--- src/hdl/amcf_pkg.sv ---
// ----------------------------------------------------------------------------
// amcf_pkg: shared types, codes and helpers for the AVI movi chunk finder
// Holds the scan phase and status codes, register indexes, the RIFF list
// identifiers and the helper that builds a chunk id from a stream number.
// ----------------------------------------------------------------------------
package amcf_pkg;

    typedef enum logic [1:0] {
        PH_HEADER = 2'd0,
        PH_SKIP   = 2'd1,
        PH_DONE   = 2'd2
    } t_phase;

    typedef enum logic [1:0] {
        ST_MATCH   = 2'd0,
        ST_OVERRUN = 2'd1,
        ST_END     = 2'd2
    } t_status;

    localparam logic [1:0] CFG_STREAM_NUMBER = 2'd0;
    localparam logic [1:0] CFG_VIDEO_SELECT  = 2'd1;
    localparam logic [1:0] CFG_REGION_LENGTH = 2'd2;

    // Little-endian four-character codes.
    localparam logic [31:0] FCC_LIST = 32'h5453_494C;
    localparam logic [31:0] FCC_RIFF = 32'h4646_4952;

    localparam logic [7:0] CH_ZERO = 8'h30;
    localparam logic [7:0] CH_D    = 8'h64;
    localparam logic [7:0] CH_C    = 8'h63;
    localparam logic [7:0] CH_W    = 8'h77;
    localparam logic [7:0] CH_B    = 8'h62;

    typedef struct packed {
        logic [31:0] region_length;
        logic [31:0] id_a;
        logic [31:0] id_b;
    } t_cfg;

    typedef struct packed {
        logic        valid;
        t_status     status;
        logic [31:0] chunk_offset;
        logic [31:0] chunk_size;
    } t_result;

    // Chunk id from the two low decimal digits of n, tens digit first.
    // n / 10 is taken as (n * 205) >> 11, exact for every 8-bit n.
    function automatic logic [31:0] make_id(input logic [7:0] n,
                                            input logic [7:0] c2,
                                            input logic [7:0] c3);
        logic [15:0] prod;
        logic [4:0]  q;
        logic [4:0]  tens;
        logic [7:0]  ones;
        prod = {8'd0, n} * 16'd205;
        q    = prod[15:11];
        ones = n - 8'({3'd0, q} * 8'd10);
        if (q >= 5'd20) begin
            tens = q - 5'd20;
        end else if (q >= 5'd10) begin
            tens = q - 5'd10;
        end else begin
            tens = q;
        end
        return {c3, c2, CH_ZERO + ones, CH_ZERO + {3'd0, tens}};
    endfunction

endpackage

--- src/hdl/amcf_cfg.sv ---
// ----------------------------------------------------------------------------
// amcf_cfg: configuration registers of the chunk finder
// Stores stream number, video select and region length, and derives the two
// chunk ids that the scanner compares against.
// ----------------------------------------------------------------------------
module amcf_cfg (
    input  logic             i_clk,
    input  logic             i_rst_n,
    input  logic             i_cfg_we,
    input  logic [1:0]       i_cfg_index,
    input  logic [31:0]      i_cfg_data,
    output amcf_pkg::t_cfg   o_cfg
);
    import amcf_pkg::*;

    logic [7:0]  r_stream_number;
    logic        r_video_select;
    logic [31:0] r_region_length;
    logic [31:0] id_dc;
    logic [31:0] id_db;
    logic [31:0] id_wb;

    always_ff @(posedge i_clk) begin
        if (!i_rst_n) begin
            r_stream_number <= 8'd0;
            r_video_select  <= 1'b1;
            r_region_length <= 32'd0;
        end else if (i_cfg_we) begin
            case (i_cfg_index)
                CFG_STREAM_NUMBER: r_stream_number <= i_cfg_data[7:0];
                CFG_VIDEO_SELECT:  r_video_select  <= i_cfg_data[0];
                CFG_REGION_LENGTH: r_region_length <= i_cfg_data;
                default: ;
            endcase
        end
    end

    always_comb begin
        id_dc = make_id(r_stream_number, CH_D, CH_C);
        id_db = make_id(r_stream_number, CH_D, CH_B);
        id_wb = make_id(r_stream_number, CH_W, CH_B);
        o_cfg.region_length = r_region_length;
        // Audio has a single id, so both compare slots carry it.
        o_cfg.id_a = r_video_select ? id_dc : id_wb;
        o_cfg.id_b = r_video_select ? id_db : id_wb;
    end

endmodule

--- src/hdl/amcf_scan.sv ---
// ----------------------------------------------------------------------------
// amcf_scan: chunk header scanner
// Holds the byte position, header shift register, header byte count, skip
// counter and scan phase, and works out the result of one byte per step.
// ----------------------------------------------------------------------------
module amcf_scan (
    input  logic              i_clk,
    input  logic              i_rst_n,
    input  logic              i_step,
    input  logic [7:0]        i_data_byte,
    input  logic              i_restart,
    input  amcf_pkg::t_cfg    i_cfg,
    output amcf_pkg::t_result o_res
);
    import amcf_pkg::*;

    logic [32:0] r_pos;
    logic [55:0] r_shift;
    logic [2:0]  r_count;
    logic [32:0] r_skip;
    t_phase      r_phase;

    logic [32:0] n_pos;
    logic [55:0] n_shift;
    logic [2:0]  n_count;
    logic [32:0] n_skip;
    t_phase      n_phase;

    // State as seen by this byte, after a restart has been applied.
    logic [32:0] e_pos;
    logic [2:0]  e_count;
    logic [32:0] e_skip;
    t_phase      e_phase;

    logic [32:0] pos1;
    logic [2:0]  count1;
    logic [32:0] skip_dec;
    logic [63:0] full;
    logic [31:0] id;
    logic [31:0] size;
    logic [32:0] padded;
    logic [33:0] data_end;
    logic        bound_now;
    logic        bound_next;
    logic        overrun;
    logic        is_match;
    logic        is_list;

    always_comb begin
        e_pos      = i_restart ? 33'd0 : r_pos;
        e_count    = i_restart ? 3'd0 : r_count;
        e_skip     = i_restart ? 33'd0 : r_skip;
        e_phase    = i_restart ? PH_HEADER : r_phase;
        pos1       = e_pos + 33'd1;
        count1     = e_count + 3'd1;
        skip_dec   = (e_skip != 33'd0) ? e_skip - 33'd1 : e_skip;
        full       = {i_data_byte, r_shift};
        id         = full[31:0];
        size       = full[63:32];
        padded     = {1'b0, size} + {32'd0, size[0]};
        data_end   = {1'b0, pos1} + {1'b0, padded};
        bound_now  = ({1'b0, e_pos} + 34'd8) > {2'b00, i_cfg.region_length};
        bound_next = ({1'b0, pos1} + 34'd8) > {2'b00, i_cfg.region_length};
        overrun    = data_end > ({2'b00, i_cfg.region_length} + 34'd1);
        is_match   = ((id == i_cfg.id_a) || (id == i_cfg.id_b)) && (size != 32'd0);
        is_list    = ((id == FCC_LIST) || (id == FCC_RIFF)) && (size >= 32'd4);
    end

    // Next state.
    always_comb begin
        n_pos   = r_pos;
        n_shift = r_shift;
        n_count = r_count;
        n_skip  = r_skip;
        n_phase = r_phase;
        if (i_step) begin
            n_pos   = e_pos;
            n_count = e_count;
            n_skip  = e_skip;
            n_phase = e_phase;
            case (e_phase)
                PH_HEADER: begin
                    if ((e_count == 3'd0) && bound_now) begin
                        n_phase = PH_DONE;
                    end else begin
                        n_pos   = pos1;
                        n_shift = full[63:8];
                        n_count = count1;
                        if (count1 == 3'd0) begin
                            if (overrun) begin
                                n_phase = PH_DONE;
                            end else if (is_match) begin
                                n_skip  = padded;
                                n_phase = PH_SKIP;
                            end else if (is_list) begin
                                n_skip  = 33'd4;
                                n_phase = PH_SKIP;
                            end else if (padded != 33'd0) begin
                                n_skip  = padded;
                                n_phase = PH_SKIP;
                            end else begin
                                n_skip  = padded;
                                n_phase = bound_next ? PH_DONE : PH_HEADER;
                            end
                        end
                    end
                end
                PH_SKIP: begin
                    n_pos  = pos1;
                    n_skip = skip_dec;
                    if (skip_dec == 33'd0) begin
                        n_count = 3'd0;
                        n_phase = bound_next ? PH_DONE : PH_HEADER;
                    end
                end
                default: ;
            endcase
        end
    end

    // Result of this byte.
    always_comb begin
        o_res.valid        = 1'b0;
        o_res.status       = ST_MATCH;
        o_res.chunk_offset = 32'd0;
        o_res.chunk_size   = 32'd0;
        case (e_phase)
            PH_HEADER: begin
                if ((e_count == 3'd0) && bound_now) begin
                    o_res.valid  = 1'b1;
                    o_res.status = ST_END;
                end else if (count1 == 3'd0) begin
                    if (overrun) begin
                        o_res.valid  = 1'b1;
                        o_res.status = ST_OVERRUN;
                    end else if (is_match) begin
                        o_res.valid        = 1'b1;
                        o_res.status       = ST_MATCH;
                        o_res.chunk_offset = pos1[31:0];
                        o_res.chunk_size   = size;
                    end else if (!is_list && (padded == 33'd0) && bound_next) begin
                        o_res.valid  = 1'b1;
                        o_res.status = ST_END;
                    end
                end
            end
            PH_SKIP: begin
                if ((skip_dec == 33'd0) && bound_next) begin
                    o_res.valid  = 1'b1;
                    o_res.status = ST_END;
                end
            end
            default: ;
        endcase
        o_res.valid = o_res.valid && i_step;
    end

    always_ff @(posedge i_clk) begin
        if (!i_rst_n) begin
            r_pos   <= 33'd0;
            r_count <= 3'd0;
            r_skip  <= 33'd0;
            r_phase <= PH_HEADER;
        end else begin
            r_pos   <= n_pos;
            r_count <= n_count;
            r_skip  <= n_skip;
            r_phase <= n_phase;
        end
    end

    always_ff @(posedge i_clk) begin
        r_shift <= n_shift;
    end

    a_done_sticky: assert property (@(posedge i_clk) disable iff (!i_rst_n)
        (i_step && (r_phase == PH_DONE) && !i_restart) |=> (r_phase == PH_DONE))
        else $error("scan left the stopped phase without a restart");

    a_skip_nonzero: assert property (@(posedge i_clk) disable iff (!i_rst_n)
        (r_phase == PH_SKIP) |-> (r_skip != 33'd0))
        else $error("skip phase with an empty skip counter");

    a_count_in_header: assert property (@(posedge i_clk) disable iff (!i_rst_n)
        (r_count != 3'd0) |-> (r_phase == PH_HEADER))
        else $error("partial header outside the header phase");

    a_match_skips: assert property (@(posedge i_clk) disable iff (!i_rst_n)
        (o_res.valid && (o_res.status == ST_MATCH)) |=> (r_phase == PH_SKIP))
        else $error("matching chunk not followed by a data skip");

endmodule

--- src/hdl/avi_movi_stream_chunk_finder_unit.sv ---
// ----------------------------------------------------------------------------
// avi_movi_stream_chunk_finder_unit: AVI movi stream chunk finder
// Scans the bytes of an AVI movi region, reports each chunk of the selected
// stream with its data offset and size, and flags overruns and region end.
// ----------------------------------------------------------------------------
//
//   Channel   Direction  Handshake                  Payload
//   input     in         i_in_valid / o_in_ready    i_data_byte, i_restart
//   result    out        o_out_valid / i_out_ready  o_status, o_chunk_offset,
//                                                   o_chunk_size
//   config    in         i_cfg_we (no wait)         i_cfg_index, i_cfg_data
//
// The block takes one byte item per clock cycle unless a held result stalls it.
// An accepted item waits in the input register and is scanned from it once the
// output register can take a result, which, if there is one, is registered there.
// The cycle of work is set by the header compare and the 34-bit end-of-data
// adder in the scanner. Reset is synchronous and active low; it returns the
// configuration to its defaults and the scan to the start of a header.
// A stalled result holds the output register; the input register keeps
// taking bytes until it is full, and flows again as soon as the result moves.
//
// A byte with the restart flag set begins a new region at offset zero. After
// an overrun or the region end is reported, bytes are dropped until a restart.
// Results carry offset and size only for a matching chunk, and zero otherwise.
// ----------------------------------------------------------------------------
module avi_movi_stream_chunk_finder_unit (
    input  logic        i_clk,
    input  logic        i_rst_n,
    input  logic        i_in_valid,
    output logic        o_in_ready,
    input  logic [7:0]  i_data_byte,
    input  logic        i_restart,
    output logic        o_out_valid,
    input  logic        i_out_ready,
    output logic [1:0]  o_status,
    output logic [31:0] o_chunk_offset,
    output logic [31:0] o_chunk_size,
    input  logic        i_cfg_we,
    input  logic [1:0]  i_cfg_index,
    input  logic [31:0] i_cfg_data
);
    import amcf_pkg::*;

    // Input register: one byte item waiting to be scanned.
    logic        r_in_valid;
    logic [7:0]  r_in_byte;
    logic        r_in_restart;

    // Output register: one result item waiting to be taken.
    logic        r_out_valid;
    logic [1:0]  r_status;
    logic [31:0] r_chunk_offset;
    logic [31:0] r_chunk_size;

    t_cfg        cfg;
    t_result     res;
    logic        step;

    // The scanner advances whenever a byte is held and the output register
    // either is empty or is being emptied in this cycle.
    assign step       = r_in_valid && (!r_out_valid || i_out_ready);
    assign o_in_ready = !r_in_valid || step;

    amcf_cfg u_cfg (
        .i_clk       (i_clk),
        .i_rst_n     (i_rst_n),
        .i_cfg_we    (i_cfg_we),
        .i_cfg_index (i_cfg_index),
        .i_cfg_data  (i_cfg_data),
        .o_cfg       (cfg)
    );

    amcf_scan u_scan (
        .i_clk       (i_clk),
        .i_rst_n     (i_rst_n),
        .i_step      (step),
        .i_data_byte (r_in_byte),
        .i_restart   (r_in_restart),
        .i_cfg       (cfg),
        .o_res       (res)
    );

    always_ff @(posedge i_clk) begin
        if (!i_rst_n) begin
            r_in_valid <= 1'b0;
        end else if (o_in_ready) begin
            r_in_valid <= i_in_valid;
        end
    end

    always_ff @(posedge i_clk) begin
        if (i_in_valid && o_in_ready) begin
            r_in_byte    <= i_data_byte;
            r_in_restart <= i_restart;
        end
    end

    always_ff @(posedge i_clk) begin
        if (!i_rst_n) begin
            r_out_valid <= 1'b0;
        end else if (step) begin
            r_out_valid <= res.valid;
        end else if (i_out_ready) begin
            r_out_valid <= 1'b0;
        end
    end

    always_ff @(posedge i_clk) begin
        if (res.valid) begin
            r_status       <= res.status;
            r_chunk_offset <= res.chunk_offset;
            r_chunk_size   <= res.chunk_size;
        end
    end

    assign o_out_valid    = r_out_valid;
    assign o_status       = r_status;
    assign o_chunk_offset = r_chunk_offset;
    assign o_chunk_size   = r_chunk_size;

    a_held_result: assert property (@(posedge i_clk) disable iff (!i_rst_n)
        (r_out_valid && !i_out_ready) |=> (r_out_valid && $stable(r_chunk_offset)))
        else $error("waiting result was lost or changed");

    a_status_code: assert property (@(posedge i_clk) disable iff (!i_rst_n)
        r_out_valid |-> (r_status != 2'd3))
        else $error("result carries an undefined status");

    a_result_needs_byte: assert property (@(posedge i_clk) disable iff (!i_rst_n)
        $rose(r_out_valid) |-> $past(r_in_valid))
        else $error("result produced without a byte in the input register");

endmodule

--- config.mk ---
export PLATFORM = sky130hd
export DESIGN_NAME = avi_movi_stream_chunk_finder_unit
export DESIGN_NICKNAME = d
export VERILOG_FILES = /design/src/hdl/amcf_pkg.sv /design/src/hdl/amcf_cfg.sv /design/src/hdl/amcf_scan.sv /design/src/hdl/avi_movi_stream_chunk_finder_unit.sv
export SDC_FILE = /design/constraint.sdc
export NUM_CORES = 1
export LEC_CHECK = 0
export ABC_AREA = 1
export BUFFER_PORTS_ARGS = -buffer_cell sky130_fd_sc_hd__buf_2
export CAP_MARGIN = 0
export CORE_AREA = 3 3 202 204
export DETAILED_ROUTE_END_ITERATION = 10
export DIE_AREA = 0 0 205 207
export PLACE_DENSITY = 0.77
export SYNTH_ARGS = -nofsm -noshare
export SYNTH_HDL_FRONTEND = slang
export SYNTH_SLANG_ARGS = --single-unit
--- constraint.sdc ---
create_clock -name i_clk -period 7.09 [get_ports i_clk]
set_input_delay 0.3545 -clock i_clk [delete_from_list [all_inputs] [get_ports i_clk]]
set_output_delay 0.3545 -clock i_clk [all_outputs]
set_load 0.005 [all_outputs]
# Word level (Yosys, flattened, before mapping)

Index checks and enable logic that the tools add are counted.
W data, S select, Z words.

Output and inout port bits: 68
Word-level logic and storage cells: 118
Register bits: 245

Add/subtract/negate cells: 13
Bitwise operators: 4
Muxes and demuxes: 40
Order comparisons: 6
Equal/unequal tests: 7
Reductions and logical operators: 31
$mul: 2

Operator list:

| kind                    | count |
|---|---|
| $mux W33                | 9 |
| $pmux W33 S2            | 2 |
| $mux W64                | 2 |
| $add A33 B4 Y34 const B | 2 |
| $gt A34 B32 Y1          | 2 |
| $mux W67                | 1 |
| $logic_not A33 Y1       | 2 |
| $reduce_bool A33 Y1     | 2 |
| $eq A32 B31 Y1          | 2 |
| $eq A32 B31 Y1 const B  | 2 |
| $add A33 B33 Y34        | 1 |
| $gt A34 B34 Y1          | 1 |
| $add A32 B1 Y33         | 1 |
| $add A32 B1 Y33 const B | 1 |
| $add A33 B1 Y33 const B | 1 |
| $sub A33 B1 Y33 const B | 1 |
| $ge A32 B3 Y1 const B   | 1 |
| $reduce_bool A32 Y1     | 1 |
| $mux W25                | 1 |
| $mux W3                 | 8 |
| $mux W21                | 1 |
| $mux W2                 | 9 |
| $mul A8 B8 Y16 const B  | 1 |
| $pmux W3 S2             | 2 |
| 24 further kinds        | 47 |

# Depth between registers and ports, before layout

Gate-level depths: netlist of the first run.

Word-level depth: 16
Gate-level depth with buffers: 46

# Cells and area by module

A second synthesis of the first run with hierarchy kept.

Cells, all modules: 3454
Area total of the unflattened synthesis: 23716.5 µm²

By module, submodules not included:

| module                            | sequential area each (µm²) | instances | cells each | area each (µm²) |
|---|---|---|---|---|
| amcf_scan                         | 3103.0                     | 1         | 2875       | 17631.9 |
| amcf_cfg                          | 820.8                      | 1         | 491        | 3734.8 |
| avi_movi_stream_chunk_finder_unit | 2292.2                     | 1         | 88         | 2349.8 |

# Least setup slack after synthesis of the first run

No wires, ideal clock.

Path type: register to register
From: reg u_cfg.r_stream_number[1]
To: reg r_chunk_offset[0] (netlist: o_chunk_offset[0]) (enable)
Path buffers: 0
Data required time: 6.670 ns
Setup slack: -0.547 ns
Data arrival time: 7.217 ns
Library setup time: 0.420 ns
Cell stages (with the launch flop): 38
Cell sequence: dfxtp_1 -> ha_1 -> xor2_1 -> ha_1 -> fa_1 -> inv_1 -> fa_1 -> inv_1 -> ha_1 -> nand2_1 -> inv_1 -> nand2_1 -> nand2_1 -> nand2_1 -> nand3_1 -> nand2_1 -> nand2_1 -> ha_1 -> [... 2 more ...] -> ha_1 -> inv_1 -> ha_1 -> nand2_1 -> or2_2 -> nand4_1 -> a21oi_1 -> a21oi_1 -> nand3_1 -> nor2_1 -> nand3_1 -> nor2_1 -> nand3_1 -> nand4_1 -> nand2_1 -> nand2_1 -> nand2_1 -> inv_1

RTL lines:

| what                   | RTL line                                 | text |
|---|---|---|
| from (decl)            | amcf_cfg.sv:16                           | `logic [7:0] r_stream_number;` |
| from (signal assigned) | amcf_cfg.sv:30                           | `CFG_STREAM_NUMBER: r_stream_number <= i_cfg_data[7:0];` |
| to (signal assigned)   | avi_movi_stream_chunk_finder_unit.sv:111 | `r_chunk_offset <= res.chunk_offset;` |
| to (decl)              | avi_movi_stream_chunk_finder_unit.sv:52  | `logic [31:0] r_chunk_offset;` |

==> results of run 1 <==
## registers in the layout, indices dropped and copies added, names as in the netlist, 2 cells and up
name,flops
u_scan.r_skip,33
o_chunk_size,32
u_scan.r_pos,33
u_cfg.r_region_length,32
u_scan.r_shift,56
o_chunk_offset,32
u_cfg.r_stream_number,8
r_in_byte,8
u_scan.r_count,3
o_status,2
u_scan.r_phase,2
## kinds of logic after synthesis
| family | synth area share |
|---|---|
| AO/OA/AOI/OAI | 0.1257 |
| AND/OR/NAND/NOR | 0.3078 |
| adder cells (fa/ha/maj) | 0.1272 |
| buffers and inverters | 0.1013 |
| XOR/XNOR | 0.05723 |
| flip-flops | 0.2806 |
## critical path, delay by kind of cell, from the launching register on
| kind | cells | cell delay [ps] |
|---|---|---|
| xor+xnor | 1 | 150 |
| compound gates | 5 | 1010 |
| fa+ha+maj | 3 | 960 |
| buf+inv | 9 | 1390 |
| flops | 1 | 520 |
| simple gates | 17 | 2550 |
## cell type report
class / instances / area [µm²]
multi-input cells: 2431 / 13920
inverters: 499 / 1879
well taps: 525 / 656.9
repair buffers: 216 / 1518
fillers: 3659 / 14260
clock buffers: 32 / 768.2
flip-flops and latches: 245 / 6230
diodes: 2 / 5.005
clock inverters: 22 / 215.2
## per-layer routing
metal,part of all wire,track usage,up-vias
li1,-,-,11080
met3,0.10,0.07402,302
met1,0.40,0.4754,10730
met5,0.00016,0,-
met4,0.063,0.1834,2
met2,0.43,0.5528,1228
## power breakdown
part	total, mW	switching [mW]	internal [mW]
Clock	1.55	0.687	0.865
Combinational	1.43	0.951	0.475
Sequential	1.68	0.0824	1.60
Total	4.66	1.72	2.94
## worst paths after layout
| path | startpoint | cells after the start | slack, ps | to |
|---|---|---|---|---|
| worst max register to register | r_in_restart | 35 | 200 | o_chunk_offset[8] |
| worst max-delay path | r_in_restart | 35 | 200 | o_chunk_offset[8] |
| worst min-delay path | i_cfg_data[7] | 3 | 10 | u_cfg.r_stream_number[7] |
| worst min register to register | u_scan.r_shift[22] | 0 | 460 | u_scan.r_shift[14] |
## synthesized netlist by cell type (4+ instances only)
| master | n | area, µm² |
|---|---|---|
| o22ai_1 | 6 | 37.54 |
| dfxtp_1 | 114 | 2282 |
| buf_2 | 13 | 65.06 |
| a211oi_1 | 8 | 60.06 |
| a21oi_1 | 206 | 1031 |
| nand3_2 | 7 | 70.07 |
| a31oi_1 | 14 | 87.58 |
| or2_2 | 5 | 31.28 |
| nand3b_1 | 6 | 45.04 |
| buf_6 | 8 | 90.09 |
| xnor2_1 | 15 | 131.4 |
| fa_1 | 12 | 240.2 |
| xor2_1 | 126 | 1104 |
| nor2_4 | 5 | 56.30 |
| o211ai_1 | 9 | 67.56 |
| nor3_2 | 8 | 80.08 |
| nand2_2 | 12 | 75.07 |
| nor4_1 | 25 | 156.4 |
| a21o_1 | 10 | 75.07 |
| inv_1 | 475 | 1783 |
| o21ai_1 | 4 | 20.02 |
| nor2_2 | 24 | 150.1 |
| o2111ai_1 | 5 | 43.79 |
| clkbuf_1 | 50 | 187.7 |
| nand2_1 | 726 | 2725 |
| nand3_1 | 207 | 1036 |
| clkinv_1 | 5 | 18.77 |
| edfxtp_1 | 131 | 3934 |
| o21ai_0 | 174 | 870.8 |
| inv_2 | 18 | 67.56 |
| o21bai_1 | 10 | 75.07 |
| nor2_1 | 402 | 1509 |
| ha_1 | 206 | 2577 |
| nand4_1 | 73 | 456.7 |
| a41oi_1 | 18 | 157.7 |
| nor3_1 | 63 | 315.3 |
| o221ai_1 | 17 | 148.9 |
## stage by stage
step,setup TNS [ps],cell area [µm²],hold slack (ps),instances,util
3_5_place_dp,0,23620,437.4,3882,0.5985
4_1_cts,0,24700,0.9903,3946,0.6260
2_1_floorplan,0,22190,424.4,3250,-
6_report,0,25200,11.34,3972,0.6385
3_3_place_gp,0,23620,430.4,3882,0.5985
5_1_grt,-2288,25190,6.074,3970,0.6384
## what timing repair did
action                                 CTS  global route
hold buffers                            10             0
buffers inserted                         0            16
endpoints found under the hold margin   10             0
setup endpoints to repair                0           162
resized for setup                        0            46
==> results.txt, run 1 <==
outcome: completed
commonest non-fill, non-tap cell in the layout: nand2_1
Post-synth EDFFs: 131
htree depth: 1
first-pass iteration count of the detailed router: 7
Mapped Area: 22,150 µm²
clock root cell: clkbuf_16
initial core utilization: 0.5613
Worst Tran Pin Value: 1099 ps
Ys Warns: 0
vias in the first global route: 22,160
final wirelength: 79,880 µm
gp weighted congestion: 1.053
CP required: 7450 ps
IO buf count: 115
clk buf depth: 3
Leak: 11.80 nW
CTS tree: yes
Setup Crit Path Kind: flip-flop to flip-flop
die height: 207 µm
Worst-path clk slew: 70 ps
initial DRC count: 2,752
syn avg cell area: 6.815 µm²
Clk Latency, worst-skew pair: 630 ps
per-cell routed wire length: 20.11 µm
area of the core: 39,460 µm²
final hold viol count: 0
register area share after synthesis: 0.2806
Sink Count: 245
Tmin final: 6886 ps
Netlist cell types: 56
HPWL after DPL: 61,610 µm
Tcrit/Tclk final: 0.9712
grt total ovfl: 0
Post-synth ARST share: 0
Final setup violation count: 0
Critical Path AT: 7250 ps
Pwr Total: 4.662 mW
die span in x: 205 µm
total CTS buffers: 30
worst stage delay on the critical path: 520 ps
Setup WS post-layout: 204.4 ps
Worst Setup Start Kind: flip-flop
clock skew: 46.97 ps
post-place setup slack: 45.28 ps
Remaining DRCs: 0
worst vdd ir: 221.0 µV
initial antenna violation count: 1
Syn Inst Count: 3,250
Worst Path Max Fanout: 7
P&R area growth vs syn: 13.76%
most used cell along the critical path: nand2_1
syn_nets: 3,516
Min-Delay Path Class: primary input to flip-flop
Peak Freq: 0.1452 GHz
drt via density: 5.878
largest net degree at the start of global routing: 91
Top-Level Pins: 116
die area: 42,440 µm²
dominant synthesized flop cell: edfxtp_1
GRT Total Usage: 0.3585
Pins Over Slew Limit: 0
most frequent cells in the layout: 714 x nand2_1, 471 x inv_1, 398 x nor2_1
layout cells sized above 1: 0.1129
crit end category: flip-flop
Cell Pwr Density: 185.0 nW/µm²
Yosys reg bits: 245
row count: 73
critical path's slowest cell: edfxtp_1
MaxCap Viol Count: 0
Post-DRT Antenna Nets: 0
routed vias: 23,350
final net count: 3,689
Rel. slew slack: 0.2644
first-pass GRT wire length: 120,800 µm
RSZ-0062 raised after global routing: true
(Power assumes the default switching activity.)
==> inputs of run 2 (changes only) <==
--- a/config.mk
+++ b/config.mk
@@ -5,13 +5,12 @@
 export SDC_FILE = /design/constraint.sdc
 export NUM_CORES = 1
 export LEC_CHECK = 0
-export ABC_AREA = 1
 export BUFFER_PORTS_ARGS = -buffer_cell sky130_fd_sc_hd__buf_2
 export CAP_MARGIN = 0
-export CORE_AREA = 3 3 202 204
+export CORE_AREA = 3 3 205 207
 export DETAILED_ROUTE_END_ITERATION = 10
-export DIE_AREA = 0 0 205 207
-export PLACE_DENSITY = 0.77
+export DIE_AREA = 0 0 208 210
+export PLACE_DENSITY = 0.7
 export SYNTH_ARGS = -nofsm -noshare
 export SYNTH_HDL_FRONTEND = slang
 export SYNTH_SLANG_ARGS = --single-unit
==> run 2 against run 1 <==
Effect of this change:
- die area up 2.9%
- synthesized area down 9.1%
- non-clock buffer count up 212
- fmax down 1.9%
- power down 15%
- critical path depth down 2
- largest power group unchanged
- cell area up 2.0%
- largest cell class unchanged
- sequential share of layout area down 0.52 points
- highest routed layer is now met4
- cell count down 18%
==> results.txt, run 2 <==
outcome: completed
Critical Path AT: 7370 ps
P&R area growth vs syn: 27.62%
Comb power frac: 0.204
syn avg cell area: 8.633 µm²
Clk Latency, worst-skew pair: 600 ps
die area: 43,680 µm²
most used cell along the critical path: buf_4
Switching Fraction: 0.3035
gp weighted congestion: 1.010
biggest regs: u_scan.r_shift: 56 flops, u_scan.r_pos: 33 flops, u_scan.r_skip: 33 flops
dominant synthesized flop cell: edfxtp_1
dominant cell by count in the synthesized netlist: nand2_1
worst vdd ir: 193.6 µV
Min-Delay Path Class: primary input to flip-flop
per-cell routed wire length: 22.52 µm
Worst Setup Start Kind: flip-flop
Syn Inst Count: 2,333
initial antenna violation count: 1
clock share of power: 0.388
largest cells by area after synthesis: edfxtp_1 20%, ha_1 13%, dfxtp_1 11%
HPWL after DPL: 55,030 µm
GRT Total Usage: 0.3168
Worst Tran Pin Value: 1290 ps
Tcrit/Tclk final: 0.9899
Ys Warns: 0
Mapped Area: 20,140 µm²
final hold viol count: 0
Sink Count: 245
Tmin final: 7018 ps
Sw Pwr: 1.202 mW
Post-synth ARST share: 0
clk buf depth: 3
crit end category: flip-flop
Remaining DRCs: 0
layout cells sized above 1: 0.2442
routed vias: 19,840
CTS tree: yes
initial core utilization: 0.4967
Post-synth EDFFs: 131
Synth top area share: 0.1953
Yosys reg bits: 245
htree depth: 1
largest net degree at the start of global routing: 88
initial DRC count: 2,291
first-pass GRT wire length: 109,600 µm
Netlist cell types: 88
critical path's slowest cell: or3b_2
Commonest cells post-synth: 232 x nand2_1, 206 x ha_1, 157 x nor2_1, 136 x xnor2_1, 131 x edfxtp_1
Design Area, Final: 25,710 µm²
commonest non-fill, non-tap cell in the layout: buf_4
drt via density: 6.125
first-pass iteration count of the detailed router: 6
area of the core: 40,550 µm²
Cell Pwr Density: 154.1 nW/µm²
final net count: 2,951
die span in x: 208 µm
worst stage delay on the critical path: 500 ps
RSZ-0062 raised after global routing: true
max FFs per register: 56
Rel. slew slack: 0.1356
CP required: 7440 ps
Ant. Diodes: 0
Worst-path clk slew: 60 ps
most frequent cells in the layout: 271 x buf_4, 226 x nand2_1, 180 x ha_1
Final Core Density: 0.6339
Worst Path Max Fanout: 8
syn_nets: 2,599
Int Pwr: 2.759 mW
row count: 74
clock skew: 16.45 ps
Leak: 10.29 nW
Worst path top cell family by delay: simple AND/OR/NAND/NOR gates
Peak Freq: 0.1425 GHz
Flop pwr share: 0.408
Post-DRT Antenna Nets: 0
Pwr Total: 3.961 mW
clock root cell: clkbuf_16
vias in the first global route: 18,630
register area share after synthesis: 0.3086
largest area contributor in the netlist: edfxtp_1
final wirelength: 72,960 µm
IO buf count: 115
die height: 210 µm
grt total ovfl: 0
Worst Path Buf+Inv: 12
post-place instance area: 23,250 µm²
total CTS buffers: 28
Pins Over Slew Limit: 0
largest reg by FF count: u_scan.r_shift
Setup Crit Path Kind: flip-flop to flip-flop
final setup TNS: 0 ps
Top-Level Pins: 116
Final setup violation count: 0
MaxCap Viol Count: 0
run 2: cell count changes after synthesis, moves of 43 or more:
cell | before | now
nand2_1 | 726 | 232
inv_1 | 475 | 116
nor2_1 | 402 | 157
nand3_1 | 207 | 78
xnor2_1 | 15 | 136
o21ai_0 | 174 | 72
a21oi_1 | 206 | 110
nor2b_1 | 0 | 72
and2_1 | 0 | 67
xor2_1 | 126 | 59
a21o_1 | 10 | 53
run 2: metrics by stage:
stage | setup WS (ps) | cells | hold WS, ps
2_1_floorplan | -731.1 | 2333 | 418.1
3_3_place_gp | -223.8 | 3129 | 426.1
3_5_place_dp | -359.5 | 3129 | 430.3
4_1_cts | 3.904 | 3210 | 0.8684
5_1_grt | -140.2 | 3239 | 21.20
6_report | 71.68 | 3239 | 16.05
run 2: final cells by class:
class | count | area [µm²]
fill | 3436 | 14850
multi-input combinational | 1865 | 14160
sequential | 245 | 6223
timing repair buffer | 428 | 3257
clock buffer | 33 | 740.7
tap | 532 | 665.6
inverter | 117 | 444.2
clock inverter | 19 | 217.7
run 2: cell families after synthesis:
logic type	Yosys count	synth area share
buf+inv	223	0.04292
simple gates	933	0.2444
fa+ha+maj	218	0.1399
compound gates	494	0.1662
xor+xnor	196	0.08560
flops	245	0.3086
mux	24	0.01236
run 2: final timing paths:
path	to	startpoint	slack, ps	cells after the start
worst max-delay path	o_chunk_offset[9]	r_in_restart	70	33
worst min-delay path	u_cfg.r_region_length[28]	i_cfg_data[28]	20	3
worst max register to register	o_chunk_offset[9]	r_in_restart	70	33
worst min register to register	u_scan.r_shift[14]	u_scan.r_shift[22]	450	0
run 2: routing by layer:
layer / track usage / routed length [µm] / vias to the layer above / part of all wire
li1: - / - / 9236 / -
met1: 0.4498 / 31190 / 9441 / 0.43
met2: 0.4962 / 32440 / 965 / 0.44
met3: 0.03899 / 6022 / 196 / 0.083
met4: 0.1251 / 3307 / 0 / 0.045
met5: 0 / 0 / - / 0
run 2: worst min-delay path, delay by kind of cell:
kind | cells | cell delay, ps
compound gates | 1 | 60
simple gates | 1 | 40
buf+inv | 1 | 90
run 2: timing repair:
action,CTS,global route
cloned,4,4
hold buffers,13,0
buffers inserted,12,26
setup endpoints to repair,167,167
resized for setup,51,119
hold endpoints to repair,13,0
pin swaps,32,85
run 2: power groups by stage:
stage,combinational [mW],clock (mW),sequential (mW)
finish,0.808,1.53,1.62
global route,0.871,1.60,1.62
CTS,0.748,1.55,1.61
detailed placement,0.709,0,1.64
global placement,0.699,0,1.64
floorplan,0.446,0,1.62
